[src/ibv_pkg.sv]
// ----------------------------------------------------------------------------
// ibv_pkg: shared types and constants of the bounded integer vector engine
// Request codes, result status codes, field widths and the result word type.
// ----------------------------------------------------------------------------
`default_nettype none

package ibv_pkg;

  // Default number of slots in the vector
  localparam int DEF_CAPACITY = 32;

  // Field widths of the request and result words
  localparam int OP_W     = 3;
  localparam int VAL_W    = 32;
  localparam int POS_W    = 6;
  localparam int STAT_W   = 2;
  localparam int CNT_O_W  = 6;
  localparam int IDX_O_W  = 5;

  // Packed stream widths, padded to whole bytes
  localparam int IN_FIELDS_W  = VAL_W + POS_W;
  localparam int IN_DATA_W    = ((IN_FIELDS_W + 7) / 8) * 8;
  localparam int OUT_FIELDS_W = CNT_O_W + IDX_O_W + VAL_W;
  localparam int OUT_DATA_W   = ((OUT_FIELDS_W + 7) / 8) * 8;

  // Request codes
  typedef enum logic [OP_W-1:0] {
    OP_APPEND         = 3'd0,
    OP_INSERT_AT      = 3'd1,
    OP_INSERT_SORTED  = 3'd2,
    OP_DELETE_LAST    = 3'd3,
    OP_DELETE_SWAP    = 3'd4,
    OP_DELETE_ORDERED = 3'd5,
    OP_CLEAR          = 3'd6,
    OP_DUMP           = 3'd7
  } op_e;

  // Result status codes
  typedef enum logic [STAT_W-1:0] {
    STAT_OK    = 2'd0,
    STAT_FULL  = 2'd1,
    STAT_EMPTY = 2'd2,
    STAT_RANGE = 2'd3
  } stat_e;

  // Sequencer states
  typedef enum logic [3:0] {
    ST_IDLE,
    ST_DECIDE,
    ST_SHR_START,
    ST_SHR,
    ST_INS_WR,
    ST_SRCH,
    ST_DEL_REM,
    ST_SHL,
    ST_SWP_REM,
    ST_SWP_WR,
    ST_LAST,
    ST_DUMP,
    ST_EMIT
  } state_e;

  // One result word
  typedef struct packed {
    stat_e                     status;
    logic [CNT_O_W-1:0]        count;
    logic [IDX_O_W-1:0]        index;
    logic signed [VAL_W-1:0]   element;
    logic                      last;
  } res_t;

endpackage : ibv_pkg

`default_nettype wire

[src/ibv_mem.sv]
// ----------------------------------------------------------------------------
// ibv_mem: element store
// One write port and one read port with registered read data. The read data
// holds its value until the next read is issued.
// ----------------------------------------------------------------------------
`default_nettype none

module ibv_mem #(
  parameter int DEPTH = ibv_pkg::DEF_CAPACITY,
  parameter int AW    = $clog2(DEPTH)
) (
  input  wire logic                         clk_i,
  input  wire logic                         we_i,
  input  wire logic [AW-1:0]                wr_addr_i,
  input  wire logic signed [ibv_pkg::VAL_W-1:0] wr_data_i,
  input  wire logic                         rd_en_i,
  input  wire logic [AW-1:0]                rd_addr_i,
  output logic signed [ibv_pkg::VAL_W-1:0]  rd_data_o
);
  import ibv_pkg::*;

  logic signed [VAL_W-1:0] mem_q [DEPTH];
  logic signed [VAL_W-1:0] rd_data_q;

  // Write port
  always_ff @(posedge clk_i) begin
    if (we_i) begin
      mem_q[wr_addr_i] <= wr_data_i;
    end
  end

  // Read port, hold data between reads
  always_ff @(posedge clk_i) begin
    if (rd_en_i) begin
      rd_data_q <= mem_q[rd_addr_i];
    end
  end

  assign rd_data_o = rd_data_q;

endmodule : ibv_mem

`default_nettype wire

[src/ibv_ctrl.sv]
// ----------------------------------------------------------------------------
// ibv_ctrl: request sequencer; decodes requests and hands result words out
// Walks the store one slot per cycle (a dump only while the output is free)
// with a single pointer unit (shift right, search, shift left, dump).
// ----------------------------------------------------------------------------
`default_nettype none

module ibv_ctrl #(
  parameter int CAPACITY = ibv_pkg::DEF_CAPACITY,
  parameter int AW       = $clog2(CAPACITY),
  parameter int CW       = $clog2(CAPACITY + 1)
) (
  input  wire logic                              clk_i,
  input  wire logic                              rst_ni,
  // request side
  input  wire logic                              in_valid_i,
  output logic                                   in_ready_o,
  input  wire ibv_pkg::op_e                      in_op_i,
  input  wire logic signed [ibv_pkg::VAL_W-1:0]  in_value_i,
  input  wire logic [ibv_pkg::POS_W-1:0]         in_position_i,
  // result side
  input  wire logic                              out_free_i,
  output logic                                   emit_o,
  output ibv_pkg::res_t                          res_o,
  // store port
  output logic                                   mem_we_o,
  output logic [AW-1:0]                          mem_wr_addr_o,
  output logic signed [ibv_pkg::VAL_W-1:0]       mem_wr_data_o,
  output logic                                   mem_rd_en_o,
  output logic [AW-1:0]                          mem_rd_addr_o,
  input  wire logic signed [ibv_pkg::VAL_W-1:0]  mem_rd_data_i
);
  import ibv_pkg::*;

  // Common width for position and count compares
  localparam int XW = (CW > POS_W) ? CW : POS_W;

  state_e                  state_q, state_d;
  op_e                     op_q, op_d;
  logic signed [VAL_W-1:0] val_q, val_d;
  logic [POS_W-1:0]        pos_q, pos_d;
  logic [CW-1:0]           cnt_q, cnt_d;
  logic [CW-1:0]           ptr_q, ptr_d;
  logic [CW-1:0]           tgt_q, tgt_d;
  stat_e                   rstat_q, rstat_d;
  logic [AW-1:0]           ridx_q, ridx_d;
  logic signed [VAL_W-1:0] relem_q, relem_d;

  logic          full, empty, pos_over, pos_out, less;
  logic [XW-1:0] posx, cntx;
  logic [CW-1:0] ptr_up, ptr_up2, ptr_dn, ptr_dn2, cnt_up, cnt_dn;

  // Flags and pointer arithmetic
  always_comb begin
    posx     = XW'(pos_q);
    cntx     = XW'(cnt_q);
    full     = (cnt_q == CW'(CAPACITY));
    empty    = (cnt_q == '0);
    pos_over = (posx > cntx);
    pos_out  = (posx >= cntx);
    less     = (mem_rd_data_i < val_q);
    ptr_up   = ptr_q + CW'(1);
    ptr_up2  = ptr_q + CW'(2);
    ptr_dn   = ptr_q - CW'(1);
    ptr_dn2  = ptr_q - CW'(2);
    cnt_up   = cnt_q + CW'(1);
    cnt_dn   = cnt_q - CW'(1);
  end

  // Next state
  always_comb begin
    state_d = state_q;
    case (state_q)
      ST_IDLE: begin
        if (in_valid_i) state_d = ST_DECIDE;
      end
      ST_DECIDE: begin
        case (op_q)
          OP_APPEND:         state_d = ST_EMIT;
          OP_INSERT_AT:      state_d = (full || pos_over) ? ST_EMIT : ST_SHR_START;
          OP_INSERT_SORTED:  state_d = full ? ST_EMIT : (empty ? ST_SHR_START : ST_SRCH);
          OP_DELETE_LAST:    state_d = empty ? ST_EMIT : ST_LAST;
          OP_DELETE_SWAP:    state_d = (empty || pos_out) ? ST_EMIT : ST_SWP_REM;
          OP_DELETE_ORDERED: state_d = (empty || pos_out) ? ST_EMIT : ST_DEL_REM;
          OP_CLEAR:          state_d = ST_EMIT;
          OP_DUMP:           state_d = empty ? ST_EMIT : ST_DUMP;
          default:           state_d = ST_EMIT;
        endcase
      end
      ST_SHR_START: begin
        state_d = (ptr_q == tgt_q) ? ST_INS_WR : ST_SHR;
      end
      ST_SHR: begin
        if (ptr_dn == tgt_q) state_d = ST_INS_WR;
      end
      ST_INS_WR:  state_d = ST_EMIT;
      ST_SRCH: begin
        if (!less || (ptr_up == cnt_q)) state_d = ST_SHR_START;
      end
      ST_DEL_REM: begin
        state_d = (ptr_up == cnt_q) ? ST_EMIT : ST_SHL;
      end
      ST_SHL: begin
        if (ptr_up2 == cnt_q) state_d = ST_EMIT;
      end
      ST_SWP_REM: state_d = ST_SWP_WR;
      ST_SWP_WR:  state_d = ST_EMIT;
      ST_LAST:    state_d = ST_EMIT;
      ST_DUMP: begin
        if (out_free_i && (ptr_up == cnt_q)) state_d = ST_IDLE;
      end
      ST_EMIT: begin
        if (out_free_i) state_d = ST_IDLE;
      end
      default: state_d = ST_IDLE;
    endcase
  end

  // Datapath and store control
  always_comb begin
    op_d          = op_q;
    val_d         = val_q;
    pos_d         = pos_q;
    cnt_d         = cnt_q;
    ptr_d         = ptr_q;
    tgt_d         = tgt_q;
    rstat_d       = rstat_q;
    ridx_d        = ridx_q;
    relem_d       = relem_q;
    in_ready_o    = 1'b0;
    mem_we_o      = 1'b0;
    mem_wr_addr_o = AW'(ptr_q);
    mem_wr_data_o = mem_rd_data_i;
    mem_rd_en_o   = 1'b0;
    mem_rd_addr_o = AW'(ptr_q);
    emit_o        = 1'b0;
    res_o.status  = rstat_q;
    res_o.count   = CNT_O_W'(cnt_q);
    res_o.index   = IDX_O_W'(ridx_q);
    res_o.element = relem_q;
    res_o.last    = 1'b1;

    case (state_q)
      // Take a request word
      ST_IDLE: begin
        in_ready_o = 1'b1;
        if (in_valid_i) begin
          op_d  = in_op_i;
          val_d = in_value_i;
          pos_d = in_position_i;
        end
      end

      // Check bounds and set up the walk
      ST_DECIDE: begin
        rstat_d = STAT_OK;
        ridx_d  = '0;
        relem_d = '0;
        case (op_q)
          OP_APPEND: begin
            if (full) begin
              rstat_d = STAT_FULL;
            end else begin
              mem_we_o      = 1'b1;
              mem_wr_addr_o = AW'(cnt_q);
              mem_wr_data_o = val_q;
              cnt_d         = cnt_up;
              ridx_d        = AW'(cnt_q);
              relem_d       = val_q;
            end
          end
          OP_INSERT_AT: begin
            if (full) begin
              rstat_d = STAT_FULL;
            end else if (pos_over) begin
              rstat_d = STAT_RANGE;
            end else begin
              tgt_d = CW'(pos_q);
              ptr_d = cnt_q;
            end
          end
          OP_INSERT_SORTED: begin
            if (full) begin
              rstat_d = STAT_FULL;
            end else if (empty) begin
              tgt_d = '0;
              ptr_d = cnt_q;
            end else begin
              mem_rd_en_o   = 1'b1;
              mem_rd_addr_o = '0;
              ptr_d         = '0;
            end
          end
          OP_DELETE_LAST: begin
            if (empty) begin
              rstat_d = STAT_EMPTY;
            end else begin
              mem_rd_en_o   = 1'b1;
              mem_rd_addr_o = AW'(cnt_dn);
            end
          end
          OP_DELETE_SWAP, OP_DELETE_ORDERED: begin
            if (empty) begin
              rstat_d = STAT_EMPTY;
            end else if (pos_out) begin
              rstat_d = STAT_RANGE;
            end else begin
              tgt_d         = CW'(pos_q);
              ptr_d         = CW'(pos_q);
              mem_rd_en_o   = 1'b1;
              mem_rd_addr_o = AW'(pos_q);
            end
          end
          OP_CLEAR: begin
            cnt_d = '0;
          end
          OP_DUMP: begin
            if (empty) begin
              rstat_d = STAT_EMPTY;
            end else begin
              mem_rd_en_o   = 1'b1;
              mem_rd_addr_o = '0;
              ptr_d         = '0;
            end
          end
          default: rstat_d = STAT_OK;
        endcase
      end

      // Prime the right shift with the slot below the top
      ST_SHR_START: begin
        if (ptr_q != tgt_q) begin
          mem_rd_en_o   = 1'b1;
          mem_rd_addr_o = AW'(ptr_dn);
        end
      end

      // Move one entry up a slot per cycle, walking down
      ST_SHR: begin
        mem_we_o      = 1'b1;
        mem_wr_addr_o = AW'(ptr_q);
        ptr_d         = ptr_dn;
        if (ptr_dn != tgt_q) begin
          mem_rd_en_o   = 1'b1;
          mem_rd_addr_o = AW'(ptr_dn2);
        end
      end

      // Drop the new value into the opened slot
      ST_INS_WR: begin
        mem_we_o      = 1'b1;
        mem_wr_addr_o = AW'(tgt_q);
        mem_wr_data_o = val_q;
        cnt_d         = cnt_up;
        rstat_d       = STAT_OK;
        ridx_d        = AW'(tgt_q);
        relem_d       = val_q;
      end

      // Find the first entry not less than the new value
      ST_SRCH: begin
        if (less) begin
          if (ptr_up == cnt_q) begin
            tgt_d = cnt_q;
            ptr_d = cnt_q;
          end else begin
            mem_rd_en_o   = 1'b1;
            mem_rd_addr_o = AW'(ptr_up);
            ptr_d         = ptr_up;
          end
        end else begin
          tgt_d = ptr_q;
          ptr_d = cnt_q;
        end
      end

      // Capture the removed entry, then start the left shift
      ST_DEL_REM: begin
        relem_d = mem_rd_data_i;
        ridx_d  = AW'(tgt_q);
        rstat_d = STAT_OK;
        if (ptr_up == cnt_q) begin
          cnt_d = cnt_dn;
        end else begin
          mem_rd_en_o   = 1'b1;
          mem_rd_addr_o = AW'(ptr_up);
        end
      end

      // Move one entry down a slot per cycle, walking up
      ST_SHL: begin
        mem_we_o      = 1'b1;
        mem_wr_addr_o = AW'(ptr_q);
        ptr_d         = ptr_up;
        if (ptr_up2 == cnt_q) begin
          cnt_d = cnt_dn;
        end else begin
          mem_rd_en_o   = 1'b1;
          mem_rd_addr_o = AW'(ptr_up2);
        end
      end

      // Capture the removed entry and fetch the last one
      ST_SWP_REM: begin
        relem_d       = mem_rd_data_i;
        ridx_d        = AW'(tgt_q);
        rstat_d       = STAT_OK;
        mem_rd_en_o   = 1'b1;
        mem_rd_addr_o = AW'(cnt_dn);
      end

      // Fill the hole with the last entry
      ST_SWP_WR: begin
        mem_we_o      = 1'b1;
        mem_wr_addr_o = AW'(tgt_q);
        cnt_d         = cnt_dn;
      end

      // Pop the last entry
      ST_LAST: begin
        cnt_d   = cnt_dn;
        rstat_d = STAT_OK;
        ridx_d  = AW'(cnt_dn);
        relem_d = mem_rd_data_i;
      end

      // Stream every entry, one word per free output slot
      ST_DUMP: begin
        res_o.status  = STAT_OK;
        res_o.index   = IDX_O_W'(ptr_q);
        res_o.element = mem_rd_data_i;
        res_o.last    = (ptr_up == cnt_q);
        if (out_free_i) begin
          emit_o = 1'b1;
          if (ptr_up != cnt_q) begin
            mem_rd_en_o   = 1'b1;
            mem_rd_addr_o = AW'(ptr_up);
            ptr_d         = ptr_up;
          end
        end
      end

      // Hand out the single result word
      ST_EMIT: begin
        emit_o = out_free_i;
      end

      default: emit_o = 1'b0;
    endcase
  end

  // Control registers
  always_ff @(posedge clk_i or negedge rst_ni) begin
    if (!rst_ni) begin
      state_q <= ST_IDLE;
      cnt_q   <= '0;
      ptr_q   <= '0;
      tgt_q   <= '0;
    end else begin
      state_q <= state_d;
      cnt_q   <= cnt_d;
      ptr_q   <= ptr_d;
      tgt_q   <= tgt_d;
    end
  end

  // Request and result payload
  always_ff @(posedge clk_i) begin
    op_q    <= op_d;
    val_q   <= val_d;
    pos_q   <= pos_d;
    rstat_q <= rstat_d;
    ridx_q  <= ridx_d;
    relem_q <= relem_d;
  end

endmodule : ibv_ctrl

`default_nettype wire

[src/bounded_int_vector_engine.sv]
// ----------------------------------------------------------------------------
// bounded_int_vector_engine: fixed-capacity vector of signed 32-bit integers
//
// Requests enter on the s_axis channel: tuser carries the operation, tdata
// the value and the position. Results leave on the m_axis channel: tuser
// carries the status, tdata the count, index and element, tlast marks the
// final word of a request. Every request gives one word, except a dump of a
// non-empty vector, which gives one word per stored entry.
// One request is worked at a time; s_axis_tready is high only between
// requests. Insert at and sorted insert shift the entries above the slot up
// (sorted insert first compares entries from the bottom), delete ordered
// shifts the entries above the hole down, and a dump reads every entry in
// order. The walks run through one store port pair and one pointer, one
// slot per cycle, a dump only while the output register is free.
// Reset empties the vector; stored values are not cleared. A stalled
// receiver holds the output register, and the sequencer waits on it.
// ----------------------------------------------------------------------------
`default_nettype none

module bounded_int_vector_engine #(
  parameter int CAPACITY = ibv_pkg::DEF_CAPACITY
) (
  input  wire logic                            clk_i,
  input  wire logic                            rst_ni,
  input  wire logic                            s_axis_tvalid,
  output logic                                 s_axis_tready,
  // value [31:0], position [37:32]
  input  wire logic [ibv_pkg::IN_DATA_W-1:0]   s_axis_tdata,
  // operation [2:0]
  input  wire logic [ibv_pkg::OP_W-1:0]        s_axis_tuser,
  output logic                                 m_axis_tvalid,
  input  wire logic                            m_axis_tready,
  // count [5:0], index [10:6], element [42:11]
  output logic [ibv_pkg::OUT_DATA_W-1:0]       m_axis_tdata,
  // status [1:0]
  output logic [ibv_pkg::STAT_W-1:0]           m_axis_tuser,
  output logic                                 m_axis_tlast
);
  import ibv_pkg::*;

  localparam int AW = $clog2(CAPACITY);
  localparam int CW = $clog2(CAPACITY + 1);

  logic                    out_free, emit;
  res_t                    res, m_res_q;
  logic                    m_valid_q, m_valid_d;
  logic                    mem_we, mem_rd_en;
  logic [AW-1:0]           mem_wr_addr, mem_rd_addr;
  logic signed [VAL_W-1:0] mem_wr_data, mem_rd_data;

  assign out_free = !m_valid_q || m_axis_tready;

  ibv_ctrl #(
    .CAPACITY (CAPACITY),
    .AW       (AW),
    .CW       (CW)
  ) u_ctrl (
    .clk_i         (clk_i),
    .rst_ni        (rst_ni),
    .in_valid_i    (s_axis_tvalid),
    .in_ready_o    (s_axis_tready),
    .in_op_i       (op_e'(s_axis_tuser)),
    .in_value_i    (s_axis_tdata[VAL_W-1:0]),
    .in_position_i (s_axis_tdata[VAL_W+POS_W-1:VAL_W]),
    .out_free_i    (out_free),
    .emit_o        (emit),
    .res_o         (res),
    .mem_we_o      (mem_we),
    .mem_wr_addr_o (mem_wr_addr),
    .mem_wr_data_o (mem_wr_data),
    .mem_rd_en_o   (mem_rd_en),
    .mem_rd_addr_o (mem_rd_addr),
    .mem_rd_data_i (mem_rd_data)
  );

  ibv_mem #(
    .DEPTH (CAPACITY),
    .AW    (AW)
  ) u_mem (
    .clk_i     (clk_i),
    .we_i      (mem_we),
    .wr_addr_i (mem_wr_addr),
    .wr_data_i (mem_wr_data),
    .rd_en_i   (mem_rd_en),
    .rd_addr_i (mem_rd_addr),
    .rd_data_o (mem_rd_data)
  );

  // Output word valid: set on a new word, drop once taken
  always_comb begin
    m_valid_d = m_valid_q;
    if (emit) begin
      m_valid_d = 1'b1;
    end else if (m_axis_tready) begin
      m_valid_d = 1'b0;
    end
  end

  always_ff @(posedge clk_i or negedge rst_ni) begin
    if (!rst_ni) begin
      m_valid_q <= 1'b0;
    end else begin
      m_valid_q <= m_valid_d;
    end
  end

  // Output word payload, held while stalled
  always_ff @(posedge clk_i) begin
    if (emit) begin
      m_res_q <= res;
    end
  end

  assign m_axis_tvalid = m_valid_q;
  assign m_axis_tuser  = m_res_q.status;
  assign m_axis_tlast  = m_res_q.last;
  assign m_axis_tdata  = {(OUT_DATA_W - OUT_FIELDS_W)'(0), m_res_q.element,
                          m_res_q.index, m_res_q.count};

endmodule : bounded_int_vector_engine

`default_nettype wire

[config.mk]
export PLATFORM = sky130hd
export DESIGN_NAME = bounded_int_vector_engine
export DESIGN_NICKNAME = d
export VERILOG_FILES = /design/src/ibv_pkg.sv /design/src/ibv_mem.sv /design/src/ibv_ctrl.sv /design/src/bounded_int_vector_engine.sv
export SDC_FILE = /design/constraint.sdc
export NUM_CORES = 2
export LEC_CHECK = 0
export BUFFER_PORTS_ARGS = -buffer_cell sky130_fd_sc_hd__buf_2
export CAP_MARGIN = 5
export CORE_MARGIN = 1.5
export CORE_UTILIZATION = 60
export DETAILED_ROUTE_END_ITERATION = 7
export PLACE_DENSITY = 0.88
export SLEW_MARGIN = 30
export SYNTH_ARGS = -nofsm -noshare
export SYNTH_HDL_FRONTEND = slang
export SYNTH_SLANG_ARGS = --single-unit
[constraint.sdc]
create_clock -name clk_i -period 6.45 [get_ports clk_i]
set_input_delay 1.29 -clock clk_i [delete_from_list [all_inputs] [get_ports clk_i]]
set_output_delay 1.29 -clock clk_i [all_outputs]
set_load 0.02 [all_outputs]
# Word-level counts from Yosys, hierarchy flattened
# Memory sizes are Yosys's and may differ from the RTL's. A register that Yosys moved wholly into a read port is not among the register bits.
# Cells that the tools add are included.
[totals] word_cells=208 mem_bits_rw=1024 memories=1 out_inout_bits=53 inputBits=47 ff_bits=149
[mem_list] memory="u_mem.mem_q" depth=32 width=32 rd=1 rd_ports_with_merged_regs=1 write_ports=1 line_no="ibv_mem.sv:22" text="logic signed [VAL_W-1:0] mem_q [DEPTH];"
[classes] addsub=6 order_cmp=3 n_eq_ne=48 n_reduce_logical=33 n_mux=101
[ops] operator="$mux 32" n=4
[ops] operator="$mux 6" n=20
[ops] operator="$pmux 32 s3" n=1
[ops] operator="$mux 5" n=16
[ops] operator="$pmux 32 s2" n=1
[ops] operator="$pmux 6 s5" n=2
[ops] operator="$pmux 4 s11" n=1
[ops] operator="$mux 4" n=10
[ops] operator="$pmux 5 s8" n=1
[ops] operator="$mux 38" n=1
[ops] operator="$lt 32x32->1" n=1
[ops] operator="$pmux 4 s7" n=1
[ops] operator="$eq 6x6->1" n=4
[ops] operator="$ne 3x3->1 const B" n=8
[ops] operator="$pmux 6 s2" n=2
[ops] operator="$pmux 6 s4" n=1
[ops] operator="$eq 4x4->1 const B" n=5
[ops] operator="$mux 1" n=20
[ops] operator="$pmux 5 s4" n=1
[ops] operator="$ne 6x6->1" n=3
[ops] operator="$pmux 6 s3" n=1
[ops] operator="$eq 4x3->1 const B" n=4
[ops] operator="$ne 2x1->1 const B" n=8
[ops] operator="$mux 3" n=5
[ops] operator="42 further kinds" n=70

# Logic depth before layout (Yosys ltp)
[logic_depth] depth_word=6 ltp_mapped=19 ltp_nobuf=13

# Cells and area by module
# Synthesis repeated with hierarchy kept, for this count alone.
[unflattened] cells_unflattened=3318 hier_area_um2=50652.3
[modules_own_cells] module="ibv_mem" cells_per_inst=2260 seq_area_each_um2=31710.4 instances=1 area_each_um2=40812.9
[modules_own_cells] module="ibv_ctrl" cells_per_inst=1003 seq_area_each_um2=2952.8 instances=1 area_each_um2=8369.3
[modules_own_cells] module="bounded_int_vector_engine" cells_per_inst=55 seq_area_each_um2=1406.3 instances=1 area_each_um2=1470.2

# Worst setup path after synthesis
# No wires, ideal clock.
[synth_timing] kind="reg2reg" from="register u_ctrl.cnt_q[0]" to="memory u_mem.mem_q[11][0] (enable)" t_required_ns=6.029 stages_incl_launch_ff=13 t_arrival_ns=4.003 period_less_slack_ns=4.424 n_path_buf=2 path_slack_ns=2.026 setup_time_ns=0.421 path_cell_list="dfrtp_1 > clkbuf_1 > inv_1 > ha_1 > nor4b_4 > nand2_1 > nand2_1 > nor2_1 > a22o_1 > a21oi_1 > or3_1 > clkbuf_1 > nor2_1"
[synth_between] elab_chain_cells=6 word_cells_on_any_way=9 classes_between="1 x eq/ne; 8 x mux"
[synth_lines] item="start: declaration" line_no="ibv_ctrl.sv:42" text="logic [CW-1:0] cnt_q, cnt_d;"
[synth_lines] item="start signal: assignment" line_no="ibv_ctrl.sv:361" text="cnt_q <= cnt_d;"
[synth_lines] item="$eq 6x6->1" line_no="ibv_ctrl.sv:57" text="full = (cnt_q == CW'(CAPACITY));"
[synth_lines] item="$mux 1" line_no="ibv_ctrl.sv:161" text="if (full) begin"
[synth_lines] item="$mux 1" line_no="ibv_ctrl.sv:159" text="case (op_q)"
[synth_lines] item="$pmux 1 s2" line_no="ibv_ctrl.sv:143" text="case (state_q)"
[synth_lines] item="$mux 1" line_no="ibv_mem.sv:27" text="if (we_i) begin"
[synth_lines] item="$mux 1 (not written as such)" line_no="ibv_mem.sv:28" text="mem_q[wr_addr_i] <= wr_data_i;"
[synth_lines] item="end: declaration" line_no="ibv_mem.sv:22"
# Parallel ways exist; a longest one is shown, timed or not.

# Worst setup path in the final report
[layout_timing] from="register u_ctrl.ptr_q[1]" to="register u_mem.rd_data_q[8] (netlist: u_mem.rd_data_o[8]) (read register of u_mem.mem_q), data pin"
[layout_between] elab_chain_cells=5 word_cells_on_any_way=31 classes_between="4 x add/sub; 5 x eq/ne; 22 x mux"
[layout_lines] item="start: declaration" line_no="ibv_ctrl.sv:43" text="logic [CW-1:0] ptr_q, ptr_d;"
[layout_lines] item="start signal: assignment" line_no="ibv_ctrl.sv:362" text="ptr_q <= ptr_d;"
[layout_lines] item="$add 6x1->6" line_no="ibv_ctrl.sv:62" text="ptr_up = ptr_q + CW'(1);"
[layout_lines] item="$ne 6x6->1 or $eq 6x6->1 (tied branches)" line_no="ibv_ctrl.sv:335, ibv_ctrl.sv:263, ibv_ctrl.sv:282"
[layout_lines] item="$mux 5 (tied with other cells)" line_no="ibv_ctrl.sv:335" text="if (ptr_up != cnt_q) begin"
[layout_lines] item="$mux 5 (tied with other cells)" line_no="ibv_ctrl.sv:333" text="if (out_free_i) begin"
[layout_lines] item="$pmux 5 s8 or $pmux 1 s8 (tied branches)" line_no="ibv_ctrl.sv:143"
[layout_lines] item="end: declaration" line_no="ibv_mem.sv:23" text="logic signed [VAL_W-1:0] rd_data_q;"
# Parallel ways exist; a longest one is shown, timed or not.
# A chain may end at the register's enable or synchronous reset.

==> metrics.csv <==
stage;metric;value;unit
status;outcome;complete, but fails checks;
status;violations;design-rule violations;
synthesis;synth_edf_count;1182;
floorplan;die_area;86580;um2
place;portBuffers;92;
clock_tree;cts_root_buffer;clkbuf_16;
clock_tree;htree_levels;3;
synthesis;synth-xor-area-share;0.6195;%
floorplan;die_h;294.2;um
route;drc;11;
route;drt_iter0_markers;7727;
final_layout;num-fill-cells;4803;
synthesis;yosys.area_share.adder;1.106;%
final_layout;final_area;57230;um2
route;vias_per_cell;7.498;
final_layout;final_common_cell;edfxtp_1;
sta;rsz0062_at_grt;no;
worst_hold_path;hold_path_class;reg -> reg;
floorplan;io_pins;100;
place;place_hpwl;85.20;mm
synthesis;seq_area_frac_synth;70.87;%
critical_path;worst_path_most_repeated_cell;nor3_1;
sta;worstMarginPinSlew;1.031;ns
sta;slew_violations;0;
final_layout;layout-drive-gt1-share;14.20;%
clock_tree;cts.sinks;1205;
clock_tree;clkTransAtPathRegs;0.07;ns
synthesis;ys_types;88;
floorplan;start_util;60.72;%
synthesis;synth-async-reset-ratio;1.909;%
clock_tree;post_cts_buffers;0;
global_route;grt_max_degree;101;
critical_path;path_cells;inv_1, ha_1, xnor2_1, and3_1, and2_1, nor3_1, mux2i_4, nand2_8, buf_4, a211oi_1, a311oi_1, nor3_1, nor4_2;
global_route;grt_pass1_vias;36210;
global_route;antenna_found_initial;3;
synthesis;synth-compound-area-share;13.34;%
synthesis;synthCells;3756;
job;maxCapViolations;0;
critical_path;cp_slowest_stage_delay;0.80;ns
sta;finalCriticalPeriod;6.028;ns
synthesis;synthMuxAreaShare;0.8408;%
critical_path;arrival;6.44;ns
sta;finClkSkew;0.03783;ns
final_layout;utilization;68.28;%
sta;tns;0;ns
place;place_congestion;0.9589;
final_layout;finalNonFillerCells;5039;
floorplan;core;83820;um2
critical_path;critical_path_class;reg -> reg;
route;routed_wl;163.9;mm
global_route;grt_overflow;0;
synthesis;netlist_area;50900;um2
critical_path;crit_slowest_cell;dfrtp_1;
place;postPlaceCellArea;53320;um2
global_route;grt.total_usage;36.50;%
clock_tree;insertion_delay;0.71;ns
final_layout;synthToLayoutAreaGrowth;12.45;%
floorplan;core.rowCount;106;
route;wl_per_cell;32.53;um
sta;max_clock_freq;165.9;MHz
sta;min_period_over_period;93.46;%
sta;finalSetupViolCount;0;
sta;slew_headroom;31.28;%
final_layout;mostFrequentLayoutCells;edfxtp_1 (1,182), nand2_1 (626), a21oi_1 (301), a311oi_1 (139), and3_1 (137);
critical_path;required;6.87;ns
clock_tree;hold_buffers;0;
critical_path;worstSetupEndpointType;flip-flop;
sta;hold_violations;0;
route;drtPass1Iterations;8;
synthesis;ys_ff_latch;1205;
synthesis;yosysWarnings;0;
clock_tree;cts_tree;yes;
floorplan;dieWidth;294.2;um
global_route;grt_pass1_wl;231.5;mm
final_layout;final_nets;3899;
route;ant_nets;0;
clock_tree;cts_buffers;112;
synthesis;synthSimpleGateAreaFrac;10.14;%
place;dp.cells;4824;
critical_path;cp_max_fo;89;
synthesis;ys.flop_type;edfxtp_1;
synthesis;syn_area_per_cell;13.55;um2
clock_tree;cts_resized;0;
route;via_count;37780;
synthesis;synth_top_family_by_area;compound AO/OA/AOI/OAI gates;
critical_path;critPathLaunchType;flip-flop;
clock_tree;clockBufferDepth;3;
[synth_stat cells, drive strengths merged (15+ instances only)]
library cell	n	area (um2)
nand2b	15	93.84
a22oi	135	1013
nand2	628	2367
o22ai	68	425.4
nor4	34	406.6
xnor2	22	192.7
dfrtp	23	575.6
buf	159	870.8
edfxtp	1182	35490
nor3	92	470.5
o21ai	82	410.4
ha	45	563.0
a22o	35	306.5
a211oi	137	1033
a21oi	303	1516
mux2	35	394.1
and3	138	863.3
nand3	22	110.1
nor2	99	374.1
a311oi	139	1217
clkbuf	135	506.7
inv	49	183.9
[logic make-up after synthesis]
family,count (synthesis)
compound gates,999
xor+xnor,32
fa+ha+maj,45
buf+inv,344
flops,1205
mux,38
other cells,1
simple gates,1092
[sequential cells by signal, indices dropped and copies added (netlist names)]
| name | cells |
|---|---|
| u_ctrl.pos_q | 6 |
| u_ctrl.rstat_q | 2 |
| u_mem.rd_data_o | 32 |
| u_ctrl.op_q | 3 |
| m_axis_tvalid | 1 |
| u_ctrl.val_q | 32 |
| u_ctrl.ptr_q | 6 |
| u_mem.mem_q | 1024 |
| u_ctrl.tgt_q | 6 |
| m_axis_tdata | 43 |
| u_ctrl.cnt_q | 6 |
| u_ctrl.relem_q | 32 |
| u_ctrl.ridx_q | 5 |
| m_axis_tlast | 1 |
| m_axis_tuser | 2 |
| u_ctrl.state_q | 4 |
[routing by layer]
metal | global-route usage (%) | wire length [um] | vias to the layer above | part of all wire (%)
li1 | - | - | 14630 | -
met1 | 44.95 | 49800 | 17610 | 30
met2 | 55.75 | 72860 | 4394 | 44
met3 | 11.65 | 27500 | 1155 | 17
met4 | 23.91 | 13750 | 2 | 8.4
met5 | 0 | 19 | - | 0.012
[worst max-delay path, delay by kind of cell, from the launching register on]
family	cells	cell delay, ns
AND/OR/NAND/NOR	6	2.04
buffers and inverters	2	0.87
flip-flops	1	0.80
adder cells (fa/ha/maj)	1	0.63
multiplexers	1	0.62
AO/OA/AOI/OAI	2	0.48
XOR/XNOR	1	0.16
[path summary, 6_finish.rpt]
check                           slack, ns  cells after the start             from            endpoint
worst max-delay path                 0.42                     13  u_ctrl.ptr_q[1]  u_mem.rd_data_o[8]
worst min-delay path                 0.53                      1  u_ctrl.tgt_q[5]     u_ctrl.tgt_q[5]
worst max register to register       0.42                     13  u_ctrl.ptr_q[1]  u_mem.rd_data_o[8]
worst min register to register       0.53                      1  u_ctrl.tgt_q[5]     u_ctrl.tgt_q[5]
max in group asynchronous            5.44                      1           rst_ni     u_ctrl.tgt_q[1]
min in group asynchronous            0.60                      1           rst_ni     u_ctrl.ptr_q[0]
[per-stage QoR]
step	hold WS [ns]	setup slack [ns]
finish	0.5302	0.4221
global route	0.5554	0.4720
CTS	0.5422	0.8543
detailed placement	0.5203	1.028
global placement	0.5139	1.048
floorplan	0.4261	2.026
[area by class of cell]
| cell class | instances | area [um2] | share of cell area (%) |
|---|---|---|---|
| diodes | 4 | 10.01 | 0.01749 |
| repair buffers | 227 | 1944 | 3.397 |
| clock inverters | 75 | 824.5 | 1.441 |
| clock buffers | 133 | 2882 | 5.035 |
| flip-flops and latches | 1205 | 36070 | 63.02 |
| inverters | 50 | 187.7 | 0.3279 |
| well taps | 1134 | 1419 | 2.479 |
| multi-input cells | 2211 | 13890 | 24.28 |
Power is left out: the tool's default activity adds up to more than one toggle a clock period on the data nets, which glitch-free logic cannot reach.
